## src/hdl/adwh_pkg.sv

```systemverilog
package adwh_pkg;

   localparam int ADWH_CHANNELS = 2;

   localparam int SAMPLE_W = 12;
   localparam int CSR_ADDR_W = 4;
   localparam int CSR_DATA_W = 32;

   localparam logic [SAMPLE_W-1:0] WINDOW_LOW_RESET = 12'd1200;
   localparam logic [SAMPLE_W-1:0] WINDOW_HIGH_RESET = 12'd3500;
   localparam logic [SAMPLE_W-1:0] MARGIN_RESET = 12'd80;

   localparam logic [1:0] REG_WINDOW_LOW = 2'd0;
   localparam logic [1:0] REG_WINDOW_HIGH = 2'd1;
   localparam logic [1:0] REG_MARGIN = 2'd2;

   typedef struct packed {
      logic                channel;
      logic [SAMPLE_W-1:0] sample;
      logic                preload;
   } req_type;

   typedef struct packed {
      logic                out_channel;
      logic [SAMPLE_W-1:0] filtered;
      logic                inside_res;
      logic                entered;
   } rsp_type;

   typedef struct packed {
      logic [SAMPLE_W-1:0] window_low;
      logic [SAMPLE_W-1:0] window_high;
      logic [SAMPLE_W-1:0] margin;
   } cfg_type;

   typedef struct packed {
      logic [SAMPLE_W-1:0] filter_value;
      logic                inside_flag;
   } state_type;

   localparam int STATE_W = $bits(state_type);

endpackage

```

## src/hdl/adwh_ram.sv

```systemverilog
module adwh_ram #(
   parameter int WIDTH = 8,
   parameter int DEPTH = 2,
   parameter int ADDR_W = 1
) (
   input  logic              clock,
   input  logic              wr_en,
   input  logic [ADDR_W-1:0] wr_addr,
   input  logic [WIDTH-1:0]  wr_data,
   input  logic              rd_en,
   input  logic [ADDR_W-1:0] rd_addr,
   output logic [WIDTH-1:0]  rd_data
);

   logic [WIDTH-1:0] mem_ff [DEPTH];
   logic [WIDTH-1:0] rd_data_ff;

   always_ff @(posedge clock) begin
      if (wr_en) begin
         mem_ff[wr_addr] <= wr_data;
      end
      if (rd_en) begin
         rd_data_ff <= mem_ff[rd_addr];
      end
   end

   assign rd_data = rd_data_ff;

endmodule

```

## src/hdl/adwh_csr.sv

```systemverilog
module adwh_csr import adwh_pkg::*; (
   input  logic                  clock,
   input  logic                  reset,
   input  logic                  csr_psel,
   input  logic                  csr_penable,
   input  logic                  csr_pwrite,
   input  logic [CSR_ADDR_W-1:0] csr_paddr,
   input  logic [CSR_DATA_W-1:0] csr_pwdata,
   output logic [CSR_DATA_W-1:0] csr_prdata,
   output logic                  csr_pready,
   output cfg_type               cfg
);

   cfg_type    cfg_ff;
   cfg_type    cfg_in;
   logic       wr_en;
   logic [1:0] reg_index;

   assign csr_pready = 1'b1;
   assign reg_index = csr_paddr[3:2];
   assign wr_en = csr_psel && csr_penable && csr_pwrite && csr_pready;

   always_comb begin
      cfg_in = cfg_ff;
      if (wr_en) begin
         case (reg_index)
            REG_WINDOW_LOW: cfg_in.window_low = csr_pwdata[SAMPLE_W-1:0];
            REG_WINDOW_HIGH: cfg_in.window_high = csr_pwdata[SAMPLE_W-1:0];
            REG_MARGIN: cfg_in.margin = csr_pwdata[SAMPLE_W-1:0];
            default: cfg_in = cfg_ff;
         endcase
      end
   end

   always_comb begin
      case (reg_index)
         REG_WINDOW_LOW: csr_prdata = CSR_DATA_W'(cfg_ff.window_low);
         REG_WINDOW_HIGH: csr_prdata = CSR_DATA_W'(cfg_ff.window_high);
         REG_MARGIN: csr_prdata = CSR_DATA_W'(cfg_ff.margin);
         default: csr_prdata = '0;
      endcase
   end

   always_ff @(posedge clock) begin
      if (reset) begin
         cfg_ff.window_low <= WINDOW_LOW_RESET;
         cfg_ff.window_high <= WINDOW_HIGH_RESET;
         cfg_ff.margin <= MARGIN_RESET;
      end else begin
         cfg_ff <= cfg_in;
      end
   end

   assign cfg = cfg_ff;

endmodule

```

## src/hdl/adwh_update.sv

```systemverilog
module adwh_update import adwh_pkg::*; (
   input  req_type   req,
   input  logic      in_range,
   input  state_type old_state,
   input  cfg_type   cfg,
   output state_type new_state,
   output rsp_type   rsp
);

   localparam int CMP_W = SAMPLE_W + 3;

   logic [SAMPLE_W:0]          sum;
   logic [SAMPLE_W-1:0]        avg;
   logic signed [CMP_W-1:0]    val;
   logic signed [CMP_W-1:0]    lo;
   logic signed [CMP_W-1:0]    hi;
   logic signed [CMP_W-1:0]    mg;
   logic                       enter_ok;
   logic                       leave_ok;
   logic                       pre_inside;
   logic                       entered;

   assign sum = {1'b0, old_state.filter_value} + {1'b0, req.sample};
   assign avg = sum[SAMPLE_W:1];
   assign val = signed'(CMP_W'(avg));
   assign lo = signed'(CMP_W'(cfg.window_low));
   assign hi = signed'(CMP_W'(cfg.window_high));
   assign mg = signed'(CMP_W'(cfg.margin));

   assign enter_ok = (val >= lo + mg) && (val <= hi - mg);
   assign leave_ok = (val < lo - mg) || (val > hi + mg);
   assign pre_inside = (req.sample >= cfg.window_low) && (req.sample <= cfg.window_high);

   always_comb begin
      entered = 1'b0;
      if (req.preload) begin
         new_state.filter_value = req.sample;
         new_state.inside_flag = pre_inside;
      end else begin
         new_state.filter_value = avg;
         new_state.inside_flag = old_state.inside_flag;
         if (!old_state.inside_flag) begin
            if (enter_ok) begin
               new_state.inside_flag = 1'b1;
               entered = 1'b1;
            end
         end else if (leave_ok) begin
            new_state.inside_flag = 1'b0;
         end
      end
   end

   always_comb begin
      rsp.out_channel = req.channel;
      if (in_range) begin
         rsp.filtered = new_state.filter_value;
         rsp.inside_res = new_state.inside_flag;
         rsp.entered = entered;
      end else begin
         rsp.filtered = '0;
         rsp.inside_res = 1'b0;
         rsp.entered = 1'b0;
      end
   end

endmodule

```

## src/hdl/adwh_state_store.sv

```systemverilog
module adwh_state_store import adwh_pkg::*; #(
   parameter int CHANNELS = ADWH_CHANNELS,
   parameter int ADDR_W = 1
) (
   input  logic              clock,
   input  logic              reset,
   input  logic              rd_en,
   input  logic [ADDR_W-1:0] rd_addr,
   input  logic [ADDR_W-1:0] cur_addr,
   input  logic              wr_en,
   input  logic [ADDR_W-1:0] wr_addr,
   input  state_type         wr_data,
   output state_type         cur_state
);

   logic [CHANNELS-1:0] ent_valid_ff;
   logic [CHANNELS-1:0] ent_valid_in;
   logic                lw_valid_ff;
   logic                lw_valid_in;
   logic [ADDR_W-1:0]   lw_addr_ff;
   logic [ADDR_W-1:0]   lw_addr_in;
   state_type           lw_data_ff;
   state_type           lw_data_in;
   logic [STATE_W-1:0]  ram_rd_data;

   adwh_ram #(
      .WIDTH (STATE_W),
      .DEPTH (CHANNELS),
      .ADDR_W(ADDR_W)
   ) u_ram (
      .clock  (clock),
      .wr_en  (wr_en),
      .wr_addr(wr_addr),
      .wr_data(wr_data),
      .rd_en  (rd_en),
      .rd_addr(rd_addr),
      .rd_data(ram_rd_data)
   );

   // The most recent write is forwarded because the memory read for the next
   // transfer may be issued in the same cycle as that write.
   always_comb begin
      if (lw_valid_ff && (lw_addr_ff == cur_addr)) begin
         cur_state = lw_data_ff;
      end else if (ent_valid_ff[cur_addr]) begin
         cur_state = state_type'(ram_rd_data);
      end else begin
         cur_state = '0;
      end
   end

   always_comb begin
      ent_valid_in = ent_valid_ff;
      lw_valid_in = lw_valid_ff;
      lw_addr_in = lw_addr_ff;
      lw_data_in = lw_data_ff;
      if (wr_en) begin
         ent_valid_in[wr_addr] = 1'b1;
         lw_valid_in = 1'b1;
         lw_addr_in = wr_addr;
         lw_data_in = wr_data;
      end
   end

   always_ff @(posedge clock) begin
      if (reset) begin
         ent_valid_ff <= '0;
         lw_valid_ff <= 1'b0;
      end else begin
         ent_valid_ff <= ent_valid_in;
         lw_valid_ff <= lw_valid_in;
      end
      lw_addr_ff <= lw_addr_in;
      lw_data_ff <= lw_data_in;
   end

endmodule

```

## src/hdl/adc_window_hysteresis_detector_top.sv

```systemverilog
// Per-channel sample conditioner: each transfer on req carries a channel, a 12-bit sample
// and a preload bit, and produces exactly one transfer on rsp with the channel's new
// filtered value, its window flag and a one-shot entered event. One sample is taken every
// clock cycle while rsp is not stalled; a request is registered together with the read of
// the per-channel state memory, and the update result is registered on rsp. Samples
// for the same channel may follow back to back; the last state write is forwarded.
// Channels at or above CHANNELS return zero results and change nothing. Window and
// margin registers are at byte offsets 0x0, 0x4 and 0x8 and must be written while idle.
module adc_window_hysteresis_detector_top import adwh_pkg::*; #(
   parameter int CHANNELS = ADWH_CHANNELS
) (
   input  logic                  clock,
   input  logic                  reset,
   input  logic                  req_valid,
   output logic                  req_stall,
   input  req_type               req_payload,
   output logic                  rsp_valid,
   input  logic                  rsp_stall,
   output rsp_type               rsp_payload,
   input  logic                  csr_psel,
   input  logic                  csr_penable,
   input  logic                  csr_pwrite,
   input  logic [CSR_ADDR_W-1:0] csr_paddr,
   input  logic [CSR_DATA_W-1:0] csr_pwdata,
   output logic [CSR_DATA_W-1:0] csr_prdata,
   output logic                  csr_pready
);

   localparam int CH_ADDR_W = (CHANNELS > 1) ? $clog2(CHANNELS) : 1;

   cfg_type              cfg;
   logic                 req_accept;
   logic                 out_free;
   logic                 s1_advance;
   logic                 s1_valid_ff;
   logic                 s1_valid_in;
   req_type              s1_req_ff;
   req_type              s1_req_in;
   logic                 s1_in_range;
   logic [CH_ADDR_W-1:0] rd_addr;
   logic [CH_ADDR_W-1:0] s1_addr;
   state_type            old_state;
   state_type            new_state;
   rsp_type              s1_rsp;
   logic                 rsp_valid_ff;
   logic                 rsp_valid_in;
   rsp_type              rsp_ff;
   rsp_type              rsp_in;

   adwh_csr u_csr (
      .clock      (clock),
      .reset      (reset),
      .csr_psel   (csr_psel),
      .csr_penable(csr_penable),
      .csr_pwrite (csr_pwrite),
      .csr_paddr  (csr_paddr),
      .csr_pwdata (csr_pwdata),
      .csr_prdata (csr_prdata),
      .csr_pready (csr_pready),
      .cfg        (cfg)
   );

   assign out_free = !rsp_valid_ff || !rsp_stall;
   assign s1_advance = s1_valid_ff && out_free;
   assign req_stall = s1_valid_ff && !out_free;
   assign req_accept = req_valid && !req_stall;

   assign rd_addr = CH_ADDR_W'(req_payload.channel);
   assign s1_addr = CH_ADDR_W'(s1_req_ff.channel);
   assign s1_in_range = (32'(s1_req_ff.channel) < CHANNELS);

   adwh_state_store #(
      .CHANNELS(CHANNELS),
      .ADDR_W  (CH_ADDR_W)
   ) u_store (
      .clock    (clock),
      .reset    (reset),
      .rd_en    (req_accept),
      .rd_addr  (rd_addr),
      .cur_addr (s1_addr),
      .wr_en    (s1_advance && s1_in_range),
      .wr_addr  (s1_addr),
      .wr_data  (new_state),
      .cur_state(old_state)
   );

   adwh_update u_update (
      .req      (s1_req_ff),
      .in_range (s1_in_range),
      .old_state(old_state),
      .cfg      (cfg),
      .new_state(new_state),
      .rsp      (s1_rsp)
   );

   always_comb begin
      s1_valid_in = s1_valid_ff;
      s1_req_in = s1_req_ff;
      if (req_accept) begin
         s1_valid_in = 1'b1;
         s1_req_in = req_payload;
      end else if (s1_advance) begin
         s1_valid_in = 1'b0;
      end
   end

   always_comb begin
      rsp_valid_in = rsp_valid_ff;
      rsp_in = rsp_ff;
      if (s1_advance) begin
         rsp_valid_in = 1'b1;
         rsp_in = s1_rsp;
      end else if (rsp_valid_ff && !rsp_stall) begin
         rsp_valid_in = 1'b0;
      end
   end

   always_ff @(posedge clock) begin
      if (reset) begin
         s1_valid_ff <= 1'b0;
         rsp_valid_ff <= 1'b0;
      end else begin
         s1_valid_ff <= s1_valid_in;
         rsp_valid_ff <= rsp_valid_in;
      end
      s1_req_ff <= s1_req_in;
      rsp_ff <= rsp_in;
   end

   assign rsp_valid = rsp_valid_ff;
   assign rsp_payload = rsp_ff;

endmodule

```

## config.mk

```make
export PLATFORM = sky130hd
export DESIGN_NAME = adc_window_hysteresis_detector_top
export DESIGN_NICKNAME = d
export VERILOG_FILES = /design/src/hdl/adwh_pkg.sv /design/src/hdl/adwh_ram.sv /design/src/hdl/adwh_csr.sv /design/src/hdl/adwh_update.sv /design/src/hdl/adwh_state_store.sv /design/src/hdl/adc_window_hysteresis_detector_top.sv
export SDC_FILE = /design/constraint.sdc
export NUM_CORES = 1
export LEC_CHECK = 0
export BUFFER_PORTS_ARGS = -buffer_cell sky130_fd_sc_hd__buf_2
export CAP_MARGIN = 10
export CORE_MARGIN = 5
export CORE_UTILIZATION = 45
export CTS_CLUSTER_DIAMETER = 120
export DETAILED_ROUTE_END_ITERATION = 6
export GPL_ROUTABILITY_DRIVEN = 0
export PLACE_DENSITY = 0.76
export SETUP_SLACK_MARGIN = 0.4
export SKIP_LAST_GASP = 1
export SYNTH_ARGS = -nofsm -noshare
export SYNTH_HDL_FRONTEND = slang
export SYNTH_HIERARCHICAL = 1
export SYNTH_SLANG_ARGS = --single-unit
```

## constraint.sdc

```tcl
create_clock -name clock -period 4.2 [get_ports clock]
set_input_delay 0.42 -clock clock [delete_from_list [all_inputs] [get_ports clock]]
set_output_delay 0.42 -clock clock [all_outputs]
set_load 0.05 [all_outputs]
```

==> flow_summary.yaml, run 1 <==
floorplan:
  dieArea_um2: 23900
  ios: 107
  core.rowCount: 52
  placeableCoreArea_um2: 20400
  die_w_um: 155
  floorplan.initialDensity: 0.460
  die_height_um: 155
clock_network:
  clock-root-buffer: "sky130_fd_sc_hd__clkbuf_16"
  clock_tree.htree_level_count: 4
  cts_tree: "built"
  maximum_clock_insertion_buffer_count: 2
  clk_transition_reported_paths_ns: 0.06
  cts.sink_count: 123
  latest_clock_arrival_within_the_worst_skew_pair_ns: 0.42
  cts-buffers-inserted: 17
  cts_hold_buffers_added: 0
grt:
  overflow: 0
  largest_net_degree_at_the_start_of_global_routing: 63
  grt_antenna_before_repair: 0
  globalRouteTotalUtil: 0.193
  grt_pass1_wl_um: 36900
  grt_pass1_vias: 7344
route:
  drc: 0
  ant_nets: 0
  wire_per_inst_um: 16.8
  route.vias.total: 7428
  post_drt_via_cell_ratio: 5.37
  drt-initial-drc-count: 570
  dr.pass1.iters: 5
  totalWireLength_um: 23200
synthesis:
  asyncSetResetFlopFracSynth: 0
  postSynth.topFlopCell: "sky130_fd_sc_hd__edfxtp_1"
  synth_sequential_area_ratio: 0.349
  ys_ff_latch: 123
  synth_cell_types: 76
  number_of_standard_cells_after_synthesis: 962
  synth_enable_flop_cells: 82
  yosysWarningCount: 6
  syn-mean-instance-area_um2: 9.77
  mappedNetlistArea_um2: 9400
worst_setup_path:
  rr_startpoint: "s1_addr"
  critPathKind: "register to register"
  crit_path_start: "s1_addr"
  crit-reg2reg-capture: "u_store/u_ram/mem_ff[0][0]"
  reg2regPathDepth: 20
  worstPathRequired_ns: 4.44
  critical_path.startpoint_type: "register"
  worst_setup_path_end_kind: "register"
  path_max_fanout: 5
  worst_ep_arrival_time_ns: 4.79
  worst-r2r-setup-slack_ns: -0.35
placement:
  place.detailed.instances: 1337
  port-buffer-count: 63
  hpwlAfterDp_um: 17300
timing:
  fin_worst_skew_ns: 0.00941
  highest_clock_rate_mhz: 220
  finalSetupViolCount: 5
  final.min_clock_period_ns: 4.55
  grt_setup_unrepaired: "true"
  final_hold_viol_count: 0
  hold_slack_ns: 0.167
  final_critical_path_setup_slack_ns: -0.353
  worst_slew_margin_rel: 0.342
  slew_viol_final: 0
  layout_worst_path_cycle_share: 1.08
  timing_worst_slew_pin_value_ns: 0.980
outcome:
  outcome: "finished, violations left"
  violations: "negative setup slack"
min_path:
  hold_path_class: "input pin to register"
  min_delay_worst_endpoint: "s1_req_ff[9]"
  hold_start: "req_payload[9]"
  timing.hold.worst_path_depth: 1
final_layout:
  layout.nets: 1277
  post_route_cells_drive_above_1_share: 0.207
  post-route-util: 0.551
  n_antenna_cell: 0
  finish.cell_count_without_fillers: 1382
  synthesis_to_finish_area_growth_pct: 19.7
power_and_ir_drop:
  power_density_nw_per_um2: 337
  vdd.ir_drop.worst_v: 0.000298
  p_leak_uw: 0.00501
run:
  max-cap-violations: 0
cells in the final DEF (no fill, tap or decap), drive strengths merged, types with 4 or more instances in the layout:
cell / Yosys / routed
ha: 116 / 116
mux2i: 62 / 62
and2: 13 / 13
nor3: 12 / 12
conb: 3 / 31
or2: 4 / 4
fa: 5 / 5
o22ai: 7 / 7
nand2b: 54 / 54
o21a: 12 / 12
a21o: 13 / 13
a21oi: 49 / 49
xor2: 14 / 14
or3: 8 / 8
o21ai: 50 / 50
buf: 34 / 140
nand4: 7 / 7
xnor2: 35 / 35
nor2: 79 / 79
a211oi: 8 / 8
o31ai: 4 / 4
mux2: 18 / 18
nand2: 54 / 54
nand3: 8 / 8
edfxtp: 82 / 82
dfxtp: 41 / 41
inv: 78 / 80
a311oi: 5 / 5
clkbuf: 16 / 22
o21bai: 6 / 6
nor2b: 15 / 15
cell usage after synthesis, drive strengths merged, types with 12 or more instances:
master | count | area, µm²
edfxtp | 82 | 2460
buf | 34 | 254
o21a | 12 | 90.1
a21o | 13 | 97.6
mux2i | 62 | 621
nand2 | 54 | 205
nor3 | 12 | 60.1
mux2 | 18 | 240
nor2b | 15 | 101
dfxtp | 41 | 821
ha | 116 | 1450
xor2 | 14 | 123
clkbuf | 16 | 60.1
inv | 78 | 293
and2 | 13 | 81.3
nor2 | 79 | 297
nand2b | 54 | 338
a21oi | 49 | 249
o21ai | 50 | 250
xnor2 | 35 | 307
power breakdown:
part           internal (µW)  switching, µW
logic                    376            519
registers               1360           31.2
clock network            949            555
critical path, stage by stage (launching register included):
cell and delay (ns):
sky130_fd_sc_hd__edfxtp_1 0.45, sky130_fd_sc_hd__xnor2_1 0.23, sky130_fd_sc_hd__nand2_2 0.14, sky130_fd_sc_hd__buf_6 0.16
sky130_fd_sc_hd__mux2i_4 0.20, sky130_fd_sc_hd__ha_4 0.24, sky130_fd_sc_hd__buf_6 0.12, sky130_fd_sc_hd__o21ai_4 0.13
sky130_fd_sc_hd__o21bai_2 0.10, sky130_fd_sc_hd__a21o_1 0.20, sky130_fd_sc_hd__and2_4 0.14, sky130_fd_sc_hd__o21ai_1 0.12
sky130_fd_sc_hd__nand2b_1 0.14, sky130_fd_sc_hd__xor2_4 0.21, sky130_fd_sc_hd__ha_1 0.33, sky130_fd_sc_hd__nand4_1 0.17
sky130_fd_sc_hd__or4_1 0.54, sky130_fd_sc_hd__nor4_2 0.29, sky130_fd_sc_hd__o41ai_2 0.09, sky130_fd_sc_hd__buf_4 0.16
sky130_fd_sc_hd__a31oi_2 0.21
worst max-delay path by stage:
stage	end	cells past startpoint
4_1_cts	rsp_payload[1]	21
6_report	u_store/u_ram/mem_ff[0][0]	20
3_5_place_dp	u_store/u_ram/mem_ff[1][0]	21
5_1_grt	rsp_payload[1]	23
3_3_place_gp	u_store/u_ram/mem_ff[0][0]	21
2_1_floorplan	u_store/lw_data_ff[0]	20
timing repair:
action,4_1_cts,5_1_grt
gates resized for setup,10,23
buffers inserted,5,8
setup endpoints to repair,5,6
hold endpoints to repair,0,0
pin swaps,4,25
per-layer routing:
| metal | vias to the layer above | track usage | wire length, µm |
|---|---|---|---|
| met5 | - | 0 | 0 |
| met4 | 0 | 0.0875 | 843 |
| met3 | 67 | 0.0313 | 1010 |
| met2 | 223 | 0.331 | 11400 |
| met1 | 3510 | 0.239 | 9960 |
| li1 | 3628 | - | - |
state kept, by name, summed over array words and instances (netlist names):
| signal | count |
|---|---|
| s1_addr | 1 |
| u_store/u_ram/rd_data | 13 |
| s1_req_ff | 13 |
| rsp_valid | 1 |
| rsp_payload | 15 |
| u_csr/cfg | 36 |
| u_store/ent_valid_ff | 2 |
| u_store/lw_addr_ff | 1 |
| u_store/lw_data_ff | 13 |
| u_store/u_ram/mem_ff | 26 |
| s1_valid_ff | 1 |
| u_store/lw_valid_ff | 1 |
stage by stage:
stage	power [µW]	setup WS, ns	instance area, µm²	TNS (ns)
final	3790	-0.353	11200	-1.67
after global routing	3960	-0.528	11200	-2.53
after CTS	3760	-0.301	11000	-1.36
after detailed placement	2230	-0.367	10400	-1.63
after global placement	2210	-0.200	10400	-0.839
after floorplan	2000	-0.0584	9530	-0.211
kinds of logic (layout without fill, tap and decap cells):
kind of cell | after synthesis | after routing | share of synthesized area
and+or+nand+nor | 269 | 269 | 0.146
AOI/OAI and AO/OA | 187 | 187 | 0.134
buffers and inverters | 128 | 250 | 0.0646
adders and majority gates | 123 | 123 | 0.167
DFF | 123 | 123 | 0.349
muxes | 80 | 80 | 0.0916
xor gates and xnor gates | 49 | 49 | 0.0457
other | 3 | 31 | 0.00120
area by class of cell:
class	instances	area, µm²
tap	270	338
sequential	123	3280
clock inverter	10	139
fill	1767	9180
multi-input combinational	739	5820
clock buffer	22	454
timing repair buffer	140	917
inverter	78	293
(Power assumes the default switching activity.)
==> run 2: changes to the inputs <==
ABC_AREA = 1   (was unset)
==> run 2 against run 1 <==
Against the previous run:
- the flow now finishes without violations
- highest routed layer unchanged
- global-route usage grew 2.5 points
- worst hold slack gained 0.0028 ns
- cell count grew 31%
- utilization shrank 1.6 points
- sequential share of layout area shrank 2.0 points
- wire length grew 30%
- critical path depth grew 9
- largest cell class unchanged
- combinational power grew 45%
==> flow_summary.yaml, run 2 <==
power_and_ir_drop:
  vdd.ir_drop.worst_v: 0.000301
  comb_power_share: 0.305
  clkPwrFrac: 0.363
  power_density_nw_per_um2: 354
  p_leak_uw: 0.00603
  switching_share: 0.347
  seq_power_share: 0.332
  cellInternalPower_uw: 2790
  power.net_switching_uw: 1480
placement:
  hpwlAfterDp_um: 22100
  dpl-instance-area_um2: 10800
  port-buffer-count: 63
synthesis:
  ys_ff_latch: 123
  yosys-top-cells-area: "sky130_fd_sc_hd__edfxtp_1 24%, sky130_fd_sc_hd__nand2_1 16%, sky130_fd_sc_hd__ha_1 14%, sky130_fd_sc_hd__dfxtp_1 8.0%, sky130_fd_sc_hd__inv_1 6.9%"
  synth_enable_flop_cells: 82
  yosysWarningCount: 6
  synth_sequential_area_ratio: 0.319
  postSynth.topFlopCell: "sky130_fd_sc_hd__edfxtp_1"
  asyncSetResetFlopFracSynth: 0
  yosysMostFrequentCell: "sky130_fd_sc_hd__nand2_1"
  number_of_standard_cells_after_synthesis: 1413
  synth.top_cell.area_share: 0.239
  post-synth-top-area-cell: "sky130_fd_sc_hd__edfxtp_1"
  mappedNetlistArea_um2: 10300
  ys_top_cells_by_count: "445 x sky130_fd_sc_hd__nand2_1, 190 x sky130_fd_sc_hd__inv_1, 116 x sky130_fd_sc_hd__ha_1"
  syn-mean-instance-area_um2: 7.29
  synth_cell_types: 43
run:
  max-cap-violations: 0
floorplan:
  floorplan.initialDensity: 0.456
  dieArea_um2: 26000
  ios: 107
  core.rowCount: 55
  die_w_um: 161
  placeableCoreArea_um2: 22600
  die_height_um: 161
grt:
  grt_antenna_before_repair: 0
  grt_pass1_vias: 9078
  globalRouteTotalUtil: 0.219
  overflow: 0
  grt_pass1_wl_um: 45700
  largest_net_degree_at_the_start_of_global_routing: 37
timing:
  grt_setup_unrepaired: "true"
  timing_worst_slew_pin_value_ns: 1.16
  layout_worst_path_cycle_share: 0.936
  fin_worst_skew_ns: 0.00877
  final.min_clock_period_ns: 3.93
  worst_slew_margin_rel: 0.222
  slew_viol_final: 0
  fin_setup_tns_ns: 0
  final_hold_viol_count: 0
  finalSetupViolCount: 0
  highest_clock_rate_mhz: 254
worst_setup_path:
  critical_path_depth: 29
  worst_ep_arrival_time_ns: 4.11
  crit_buf_inv: 5
  critPathKind: "register to register"
  worst_path_most_repeated_cell: "sky130_fd_sc_hd__nand2_1"
  worstPathRequired_ns: 4.38
  critical_path.startpoint_type: "register"
  reg2regPathDepth: 29
  worst_setup_path_end_kind: "register"
  path_max_fanout: 7
  worst_path_max_delay_cell: "sky130_fd_sc_hd__edfxtp_1"
  cpLargestDelayFamily: "simple AND/OR/NAND/NOR gates"
  crit_path_max_incr_delay_ns: 0.48
clock_network:
  cts-buffers-inserted: 17
  latest_clock_arrival_within_the_worst_skew_pair_ns: 0.43
  cts_hold_buffers_added: 0
  cts_tree: "built"
  clk_transition_reported_paths_ns: 0.06
  maximum_clock_insertion_buffer_count: 2
  clock_tree.htree_level_count: 4
  cts.sink_count: 123
  clock-root-buffer: "sky130_fd_sc_hd__clkbuf_16"
final_layout:
  synthesis_to_finish_area_growth_pct: 17.1
  n_antenna_cell: 0
  largest_reg_flops: 36
  mostFrequentLayoutCell: "sky130_fd_sc_hd__nand2_1"
  final-seq-area_um2: 3280
  multiInputGateArea_um2: 6310
  fillerInstances: 1991
  post_route_cells_drive_above_1_share: 0.190
  design_area_um2: 12100
  layout_common_cells: "424 x sky130_fd_sc_hd__nand2_1, 184 x sky130_fd_sc_hd__inv_1, 103 x sky130_fd_sc_hd__ha_1"
  layout.nets: 1687
route:
  drt-initial-drc-count: 1104
  totalWireLength_um: 30200
  dr.pass1.iters: 6
  post_drt_via_cell_ratio: 5.47
  route.vias.total: 9891
  drc: 0
  ant_nets: 0
  wire_per_inst_um: 16.7
min_path:
  hold_path_class: "input pin to register"
  timing.hold.worst_path_depth: 1
outcome:
  outcome: "complete, no violations"
[run 2: kinds of logic (layout without fill, tap and decap cells)]
kind of cell,after synthesis,after routing,synth area share
buffers and inverters,262,350,0.116
AOI/OAI and AO/OA,119,119,0.0660
DFF,123,123,0.319
and+or+nand+nor,753,755,0.320
xor gates and xnor gates,32,32,0.0272
other,3,22,0.00109
adders and majority gates,121,121,0.151
[run 2: routing by layer]
layer	global-route usage	wire length (µm)	vias to the layer above
li1	-	-	4695
met1	0.290	12200	4514
met2	0.357	13900	580
met3	0.0304	2770	102
met4	0.0965	1330	0
met5	0	0	-
[run 2: repair_timing]
item / 4_1_cts / 5_1_grt
pin swaps: 3 / 55
gates cloned: 2 / 1
setup endpoints to repair: 5 / 5
endpoints found under the hold margin: 0 / 0
gates resized for setup: 20 / 63
setup buffers: 8 / 23
[run 2: final timing paths]
check / endpoint / slack, ns / from
max: u_store/u_ram/mem_ff[1][0] / 0.27 / s1_addr
min: s1_req_ff[3] / 0.17 / req_payload[3]
max reg2reg: u_store/u_ram/mem_ff[1][0] / 0.27 / s1_addr
min reg2reg: u_store/ent_valid_ff[1] / 0.50 / u_store/ent_valid_ff[1]
[run 2: power groups by stage]
stage	Clock [µW]	Combinational [µW]	Sequential, µW
after CTS	1570	1120	1420
final	1550	1300	1420
after floorplan	0	792	1450
after global routing	1630	1420	1420
after detailed placement	0	1080	1440
after global placement	0	1050	1440
[run 2: stage by stage]
| stage | hold slack [ns] | power, µW | worst slack (ns) | cells | utilization |
|---|---|---|---|---|---|
| floorplan | 0.429 | 2250 | 0.613 | 1432 | - |
| global placement | 0.451 | 2490 | 0.171 | 1741 | 0.477 |
| detailed placement | 0.459 | 2520 | 0.0912 | 1741 | 0.477 |
| CTS | 0.149 | 4110 | 0.406 | 1783 | 0.513 |
| global route | 0.158 | 4480 | 0.0452 | 1807 | 0.534 |
| finish | 0.170 | 4270 | 0.268 | 1807 | 0.534 |
[run 2: worst register-to-register path, delay by kind of cell, from the launching register on]
family,cells,cell delay (ns)
AOI/OAI and AO/OA,2,0.37
xor gates and xnor gates,1,0.16
adders and majority gates,2,0.58
buffers and inverters,5,0.56
DFF,1,0.48
and+or+nand+nor,19,1.55
[run 2: cell type report]
| class | instances | share of cell area |
|---|---|---|
| multi-input combinational | 1049 | 0.523 |
| sequential | 123 | 0.272 |
| tap | 285 | 0.0296 |
| clock buffer | 17 | 0.0353 |
| inverter | 203 | 0.0632 |
| timing repair buffer | 115 | 0.0598 |
| clock inverter | 15 | 0.0167 |
